--- src/hdl/lslt_pkg.sv ---
`default_nettype none

package lslt_pkg;

  // field widths
  localparam int ADC_W = 14;
  localparam int LUX_W = 17;
  localparam int PCT_W = 8;
  localparam int MAG_W = 14;
  localparam int THR_W = 15;

  // stream payload widths, padded to whole bytes
  localparam int S_TDATA_W = 32;
  localparam int M_TDATA_W = 24;

  // configuration port
  localparam int CFG_IDX_W  = 8;
  localparam int CFG_DATA_W = 17;

  localparam logic [CFG_IDX_W-1:0] REG_NOISE_MARGIN = 8'd0;
  localparam logic [CFG_IDX_W-1:0] REG_DARK_LUX     = 8'd1;

  localparam logic [PCT_W-1:0] NOISE_MARGIN_RST = 8'd20;
  localparam logic [LUX_W-1:0] DARK_LUX_RST     = 17'd50;

  // arithmetic constants
  localparam logic [ADC_W-1:0] MIDPOINT = 14'd8192;
  localparam int               MAG_MAX  = 8192;
  localparam int               PCT_BASE = 100;
  localparam logic [THR_W-1:0] THR_MAX  = 15'd30720;

  // average of rectified samples never exceeds the rectified maximum
  localparam int AVG_W  = 14;
  // avg * (100 + percent), at most 8192 * 355
  localparam int SCALE_W = PCT_W + 1;
  localparam int PROD_W  = AVG_W + SCALE_W;

endpackage

`default_nettype wire

--- src/hdl/loud_sound_light_trigger_unit.sv ---
`default_nettype none

// channel   direction  handshake                      payload
// -------   ---------  -----------------------------  ----------------------------------------
// s_axis    in         s_axis_tvalid / s_axis_tready  adc_sample, ambient_lux
// m_axis    out        m_axis_tvalid / m_axis_tready  loud, light_request, level_threshold
// cfg       in         cfg_valid_i / cfg_ready_o      register index, write data
//
// one transfer per cycle sustained while the output is not stalled
// the running sum loop (subtract oldest, add newest) closes at the input in sum_q
// rst_ni clears the window, running sum and pipeline valids and resets the two registers
// each stage holds while the stage after it is full and stalled; bubbles collapse, so
// the input keeps taking transfers while a finished result waits at the output
module loud_sound_light_trigger_unit
  import lslt_pkg::*;
#(
  parameter int WINDOW_LEN = 20,
  parameter int RUN_LEN    = 4
) (
  input  wire logic                  clk_i,
  input  wire logic                  rst_ni,

  input  wire logic                  s_axis_tvalid,
  output      logic                  s_axis_tready,
  // [13:0] adc_sample, [30:14] ambient_lux, [31] zero
  input  wire logic [S_TDATA_W-1:0]  s_axis_tdata,

  output      logic                  m_axis_tvalid,
  input  wire logic                  m_axis_tready,
  // [0] loud, [1] light_request, [16:2] level_threshold, [23:17] zero
  output      logic [M_TDATA_W-1:0]  m_axis_tdata,

  input  wire logic                  cfg_valid_i,
  output      logic                  cfg_ready_o,
  input  wire logic [CFG_IDX_W-1:0]  cfg_index_i,
  input  wire logic [CFG_DATA_W-1:0] cfg_data_i
);

  // running sum holds up to WINDOW_LEN full-scale magnitudes
  localparam int SUM_W = $clog2(WINDOW_LEN * MAG_MAX + 1);

  // exact division by a constant: floor(n * m / 2^s) with m = ceil(2^s / d),
  // s = n_bits + ceil(log2 d), valid for every n below 2^n_bits
  localparam int      DIV_SHIFT  = SUM_W + $clog2(WINDOW_LEN);
  localparam int      DIV_MUL_W  = SUM_W + 1;
  localparam longint  DivMulL    = ((longint'(1) <<< DIV_SHIFT) + WINDOW_LEN - 1) / WINDOW_LEN;
  localparam logic [DIV_MUL_W-1:0] DIV_MUL = DIV_MUL_W'(DivMulL);

  localparam int      PCT_SHIFT  = PROD_W + $clog2(PCT_BASE);
  localparam int      PCT_MUL_W  = PROD_W + 1;
  localparam longint  PctMulL    = ((longint'(1) <<< PCT_SHIFT) + PCT_BASE - 1) / PCT_BASE;
  localparam logic [PCT_MUL_W-1:0] PCT_MUL = PCT_MUL_W'(PctMulL);

  // ---------------------------------------------------------------------------
  // configuration registers, always ready
  // ---------------------------------------------------------------------------
  logic [PCT_W-1:0] noise_margin_q;
  logic [LUX_W-1:0] dark_lux_q;

  assign cfg_ready_o = 1'b1;

  always_ff @(posedge clk_i or negedge rst_ni) begin
    if (!rst_ni) begin
      noise_margin_q <= NOISE_MARGIN_RST;
      dark_lux_q     <= DARK_LUX_RST;
    end else if (cfg_valid_i && cfg_ready_o) begin
      // unknown indexes fall through and are dropped
      unique case (cfg_index_i)
        REG_NOISE_MARGIN: begin
          noise_margin_q <= cfg_data_i[PCT_W-1:0];
        end
        REG_DARK_LUX: begin
          dark_lux_q <= cfg_data_i[LUX_W-1:0];
        end
        default: ;
      endcase
    end
  end

  // ---------------------------------------------------------------------------
  // handshake chain: a stage loads when it is empty or its successor moves on
  // ---------------------------------------------------------------------------
  logic v1_q, v2_q, v3_q, out_v_q;
  logic rdy1, rdy2, rdy3, out_rdy;
  logic s_xfer;

  assign out_rdy       = !out_v_q || m_axis_tready;
  assign rdy3          = !v3_q || out_rdy;
  assign rdy2          = !v2_q || rdy3;
  assign rdy1          = !v1_q || rdy2;
  assign s_axis_tready = rdy1;
  assign s_xfer        = s_axis_tvalid && s_axis_tready;

  // ---------------------------------------------------------------------------
  // input side: rectify, shift the window, update the running sum
  // ---------------------------------------------------------------------------
  logic [ADC_W-1:0] adc;
  logic [LUX_W-1:0] lux;
  logic [MAG_W-1:0] mag;
  logic             lux_low;

  assign adc     = s_axis_tdata[ADC_W-1:0];
  assign lux     = s_axis_tdata[ADC_W +: LUX_W];
  assign mag     = (adc > MIDPOINT) ? (adc - MIDPOINT) : (MIDPOINT - adc);
  assign lux_low = lux < dark_lux_q;

  // index 0 is the oldest entry
  logic [MAG_W-1:0] win_q [WINDOW_LEN];
  logic [SUM_W-1:0] sum_q;
  logic [SUM_W:0]   sum_wide;
  logic [SUM_W-1:0] sum_d;

  assign sum_wide = {1'b0, sum_q} + (SUM_W+1)'(mag) - (SUM_W+1)'(win_q[0]);
  assign sum_d    = sum_wide[SUM_W-1:0];

  always_ff @(posedge clk_i or negedge rst_ni) begin
    if (!rst_ni) begin
      for (int i = 0; i < WINDOW_LEN; i++) begin
        win_q[i] <= '0;
      end
      sum_q <= '0;
    end else if (s_xfer) begin
      for (int i = 0; i < WINDOW_LEN - 1; i++) begin
        win_q[i] <= win_q[i+1];
      end
      win_q[WINDOW_LEN-1] <= mag;
      sum_q               <= sum_d;
    end
  end

  // newest RUN_LEN entries after the shift, newest in slot 0
  logic [RUN_LEN-1:0][MAG_W-1:0] run_d;

  always_comb begin
    run_d[0] = mag;
    for (int k = 1; k < RUN_LEN; k++) begin
      run_d[k] = win_q[WINDOW_LEN-k];
    end
  end

  // ---------------------------------------------------------------------------
  // pipeline payload
  // ---------------------------------------------------------------------------
  logic [SUM_W-1:0]              sum1_q;
  logic [RUN_LEN-1:0][MAG_W-1:0] run1_q, run2_q, run3_q;
  logic                          low1_q, low2_q, low3_q;
  logic [AVG_W-1:0]              avg2_q;
  logic [PROD_W-1:0]             prod3_q;

  // stage 2: window average by reciprocal multiply
  logic [SUM_W+DIV_MUL_W-1:0] avg_full;
  logic [AVG_W-1:0]           avg_d;

  assign avg_full = (SUM_W+DIV_MUL_W)'(sum1_q) * (SUM_W+DIV_MUL_W)'(DIV_MUL);
  assign avg_d    = avg_full[DIV_SHIFT +: AVG_W];

  // stage 3: raise by the margin percentage
  logic [SCALE_W-1:0] scale;
  logic [PROD_W-1:0]  prod_d;

  assign scale  = SCALE_W'(PCT_BASE) + SCALE_W'(noise_margin_q);
  assign prod_d = PROD_W'(avg2_q) * PROD_W'(scale);

  // output stage: divide by 100, saturate, compare the run
  logic [PROD_W+PCT_MUL_W-1:0] thr_full;
  logic [THR_W-1:0]            thr_raw;
  logic [THR_W-1:0]            thr_d;
  logic                        loud_d;

  assign thr_full = (PROD_W+PCT_MUL_W)'(prod3_q) * (PROD_W+PCT_MUL_W)'(PCT_MUL);
  assign thr_raw  = thr_full[PCT_SHIFT +: THR_W];
  assign thr_d    = (thr_raw > THR_MAX) ? THR_MAX : thr_raw;

  always_comb begin
    loud_d = 1'b1;
    for (int k = 0; k < RUN_LEN; k++) begin
      if (!(THR_W'(run3_q[k]) > thr_d)) begin
        loud_d = 1'b0;
      end
    end
  end

  logic             loud_q, light_q;
  logic [THR_W-1:0] thr_q;

  always_ff @(posedge clk_i or negedge rst_ni) begin
    if (!rst_ni) begin
      v1_q    <= 1'b0;
      v2_q    <= 1'b0;
      v3_q    <= 1'b0;
      out_v_q <= 1'b0;
    end else begin
      if (rdy1)    v1_q    <= s_axis_tvalid;
      if (rdy2)    v2_q    <= v1_q;
      if (rdy3)    v3_q    <= v2_q;
      if (out_rdy) out_v_q <= v3_q;
    end
  end

  always_ff @(posedge clk_i) begin
    if (s_xfer) begin
      sum1_q <= sum_d;
      run1_q <= run_d;
      low1_q <= lux_low;
    end
    if (rdy2 && v1_q) begin
      avg2_q <= avg_d;
      run2_q <= run1_q;
      low2_q <= low1_q;
    end
    if (rdy3 && v2_q) begin
      prod3_q <= prod_d;
      run3_q  <= run2_q;
      low3_q  <= low2_q;
    end
    if (out_rdy && v3_q) begin
      loud_q  <= loud_d;
      light_q <= loud_d && low3_q;
      thr_q   <= thr_d;
    end
  end

  assign m_axis_tvalid = out_v_q;
  assign m_axis_tdata  = {(M_TDATA_W-THR_W-2)'(0), thr_q, light_q, loud_q};

`ifndef SYNTHESIS
  // a light request only ever comes with a loud sample
  a_light_needs_loud: assert property (@(posedge clk_i) disable iff (!rst_ni)
    out_v_q |-> (!light_q || loud_q))
    else $error("light request without loud");

  // threshold stays within its saturation limit
  a_thr_limit: assert property (@(posedge clk_i) disable iff (!rst_ni)
    out_v_q |-> (thr_q <= THR_MAX))
    else $error("threshold above limit");

  // an accepted sample always lands in the first stage
  a_xfer_lands: assert property (@(posedge clk_i) disable iff (!rst_ni)
    s_xfer |=> v1_q)
    else $error("accepted sample lost at first stage");

  // the running sum moves only on an input transfer
  a_sum_holds: assert property (@(posedge clk_i) disable iff (!rst_ni)
    !s_xfer |=> $stable(sum_q))
    else $error("running sum changed without a transfer");
`endif

endmodule

`default_nettype wire

--- config.mk ---
export PLATFORM = sky130hd
export DESIGN_NAME = loud_sound_light_trigger_unit
export DESIGN_NICKNAME = d
export VERILOG_FILES = /design/src/hdl/lslt_pkg.sv /design/src/hdl/loud_sound_light_trigger_unit.sv
export SDC_FILE = /design/constraint.sdc
export NUM_CORES = 2
export LEC_CHECK = 0
export BUFFER_PORTS_ARGS = -buffer_cell sky130_fd_sc_hd__clkbuf_2
export CAP_MARGIN = 20
export CORE_UTILIZATION = 32
export DETAILED_ROUTE_END_ITERATION = 16
export GPL_TIMING_DRIVEN = 0
export MAX_ROUTING_LAYER = met4
export PLACE_DENSITY_LB_ADDON = 0.05
export SLEW_MARGIN = 40
export SYNTH_ARGS = -nofsm -noshare
export SYNTH_HDL_FRONTEND = slang
export SYNTH_SLANG_ARGS = --single-unit
--- constraint.sdc ---
create_clock -name clk_i -period 9.4 [get_ports clk_i]
set_input_delay 0.94 -clock clk_i [delete_from_list [all_inputs] [get_ports clk_i]]
set_output_delay 0.94 -clock clk_i [all_outputs]
set_load 0.03 [all_outputs]
==> results.md <==
* # hold bufs at CTS at 0
* Least-Margin Pin Slew at 0.814 ns
* Synth Instances at 3831
* Fin crit share at 1.02
* Most numerous cell in the Yosys netlist: nand2_1
* Tot GR Track Use at 0.169
* Area contributors post-synth: dfrtp_1 20%, fa_1 19%, edfxtp_1 18%
* Ys flop type: dfrtp_1
* Clock latency on the worst-skew pair at 0.64 ns
* Yosys top cell by area: dfrtp_1
* Worst Path Arrival at 10.00 ns
* Fin. max-slew vios at 0
* DIE AREA at 0.128 mm2
* Initial Utilization at 0.323
* Pre-CTS WS at -2.11 ns
* Post-route ant nets at 0
* GPL Wtd Cong at 0.838
* IO Port Bufs at 78
* Post-DP HPWL at 81000 um
* Final Util at 0.370
* Ports at 89
* DRT Wirelength at 101000 um
* Top cells by count, synth: 933 x nand2_1, 637 x inv_1, 495 x ha_1, 392 x fa_1, 322 x dfrtp_1
* Setup ws final at -0.206 ns
* Worst hold path type: in -> async
* DIE HEIGHT at 358 um
* Slowest stage delay, CP at 0.61 ns
* Initial DRC count at 977
* Crit path time final at 9.61 ns
* Max Cap Violations at 0
* Yosys warnings at 0
* Crit path kind: reg -> reg
* EDFF count, synth at 243
* Die X at 358 um
* Share of post-route cells with drive strength above 1 at 0.0942
* CP required at 9.79 ns
* Final Cell Area at 0.0465 mm2
* DR WL/cell at 17.5 um
* Rel. slew slack at 0.455
* Vias in the first global route at 27600
* H-Tree Level Count at 3
* Fin Clk Skew at 0.0649 ns
* Global-route wire length before repair at 161000 um
* Synth-to-layout area growth at 14.6%
* Endpoints failing hold at 0
* Syn Area/Cell at 10.6 um2
* Sequential element share of the synthesized area at 0.382
* Core region area at 0.126 mm2
* Worst-path clk slew at 0.06 ns
* Vias at 25200
* CP max-delay cell: fa_2
* DR pass1 iterations at 5
* FMAX at 104 MHz
* Synth unique cells at 71
* Status: finished, violations left
* Final setup fails at 2
* Top-area cell type share of the netlist area at 0.199
* DRC at 0
* Post-synth ARST share at 0.574
* Crit path max fanout at 7
* Vias per cell at 4.38
* Gr ovfl total at 0
* TritonCTS clock tree: done
* RSZ-0062 raised after global routing: yes
* Startpoint types: flip-flop
* Critical path capture point type: flip-flop
* #FFs+latches synth at 570
* Post-synthesis cell area at 0.0406 mm2
* Buf+Inv Stages, Crit Path at 8
* Total CTS buffers at 71
* Clk root buf: clkbuf_16
* Clk buf depth at 3
* CP top delay family: adder cells
* Clock sink count at 570
* Most frequent CP cell: fa_1
* Largest net degree at the start of global routing at 63
* Dpl cell area at 0.0434 mm2
* Initial antenna violation count at 10
* Nets at 4997
* Failing checks: setup timing
* Row count at 130
==> per-layer routing <==
layer / track usage / part of all wire / vias to the layer above
met4: 0.0366 / 0.019 / 0
met2: 0.277 / 0.48 / 242
met1: 0.221 / 0.48 / 12200
met3: 0.0252 / 0.029 / 109
met5: - / 0 / -
li1: - / - / 12600
==> kinds of logic after synthesis <==
family,Yosys count,share of synthesized area
buf+inv,731,0.0686
xor+xnor,81,0.0175
compound gates,292,0.0468
mux,37,0.0102
simple gates,1231,0.129
fa+ha+maj,887,0.346
other cells,2,0.000185
flops,570,0.382
==> final timing paths <==
path / from / cells after the start / slack, ns / end
setup / recovery: prod3_q[8] / 39 / -0.21 / light_q
max in group asynchronous: rst_ni / 4 / 8.06 / sum_q[17]
hold reg to reg: run1_q[26] / 0 / 0.40 / run2_q[26]
setup reg to reg: prod3_q[8] / 39 / -0.21 / light_q
hold / removal: rst_ni / 1 / 0.21 / win_q[228]
min in group clk_i: run1_q[26] / 0 / 0.40 / run2_q[26]
==> registers in the layout, indices dropped and copies added (netlist names) <==
| signal | count |
|---|---|
| loud_q | 1 |
| win_q | 238 |
| run2_q | 56 |
| low2_q | 1 |
| avg2_q | 14 |
| noise_margin_q | 8 |
| v1_q | 1 |
| thr_q | 15 |
| sum_q | 18 |
| v3_q | 1 |
| low3_q | 1 |
| light_q | 1 |
| run_d | 42 |
| v2_q | 1 |
| run3_q | 56 |
| sum1_q | 18 |
| run1_q | 56 |
| dark_lux_q | 17 |
| prod3_q | 23 |
| m_axis_tvalid | 1 |
| low1_q | 1 |
==> through the flow <==
| stage | cells | hold WS [ns] | TNS [ns] |
|---|---|---|---|
| after floorplan | 3837 | 0.400 | 0 |
| after global placement | 5565 | 0.401 | -245.90 |
| after detailed placement | 5579 | 0.405 | -4.27 |
| after CTS | 5745 | 0.167 | -0.472 |
| after global routing | 5765 | 0.190 | -0.972 |
| final | 5765 | 0.211 | -0.268 |
==> layout by cell type (no fill, tap or decap), types with 12 or more instances in the layout <==
| cell | count |
|---|---|
| nand2b_1 | 36 |
| and2_1 | 61 |
| nand4_1 | 12 |
| nand3_1 | 21 |
| xor2_1 | 26 |
| nor2b_1 | 26 |
| a21o_1 | 36 |
| nand2_1 | 933 |
| xnor2_1 | 51 |
| clkbuf_2 | 77 |
| o21a_1 | 24 |
| clkbuf_16 | 72 |
| nor3_1 | 21 |
| nor2_1 | 57 |
| buf_4 | 51 |
| dfrtp_1 | 322 |
| inv_1 | 627 |
| clkbuf_8 | 13 |
| o21ai_0 | 70 |
| mux2_2 | 35 |
| or2_2 | 14 |
| ha_1 | 482 |
| edfxtp_1 | 243 |
| a21oi_1 | 73 |
| clkbuf_1 | 95 |
| fa_1 | 382 |
==> what timing repair did <==
action	CTS	global route
endpoints found under the setup margin	3	2
cloned	1	0
buffers inserted	34	11
pin swaps	25	23
gates resized for setup	53	28
hold endpoints to repair	0	0
==> final cells by class <==
class,instances,area [um2]
Fill cell,12800,79200
Multi-Input combinational cell,2537,22700
Sequential cell,570,15500
Inverter,639,2400
Tap cell,1650,2060
Clock buffer,105,2050
Timing Repair Buffer,137,1060
Buffer,92,388
Clock inverter,27,375
Antenna cell,8,20.0
Power is not shown: default switching activity piles up to over one toggle a cycle in this logic, so the estimate is an artifact.
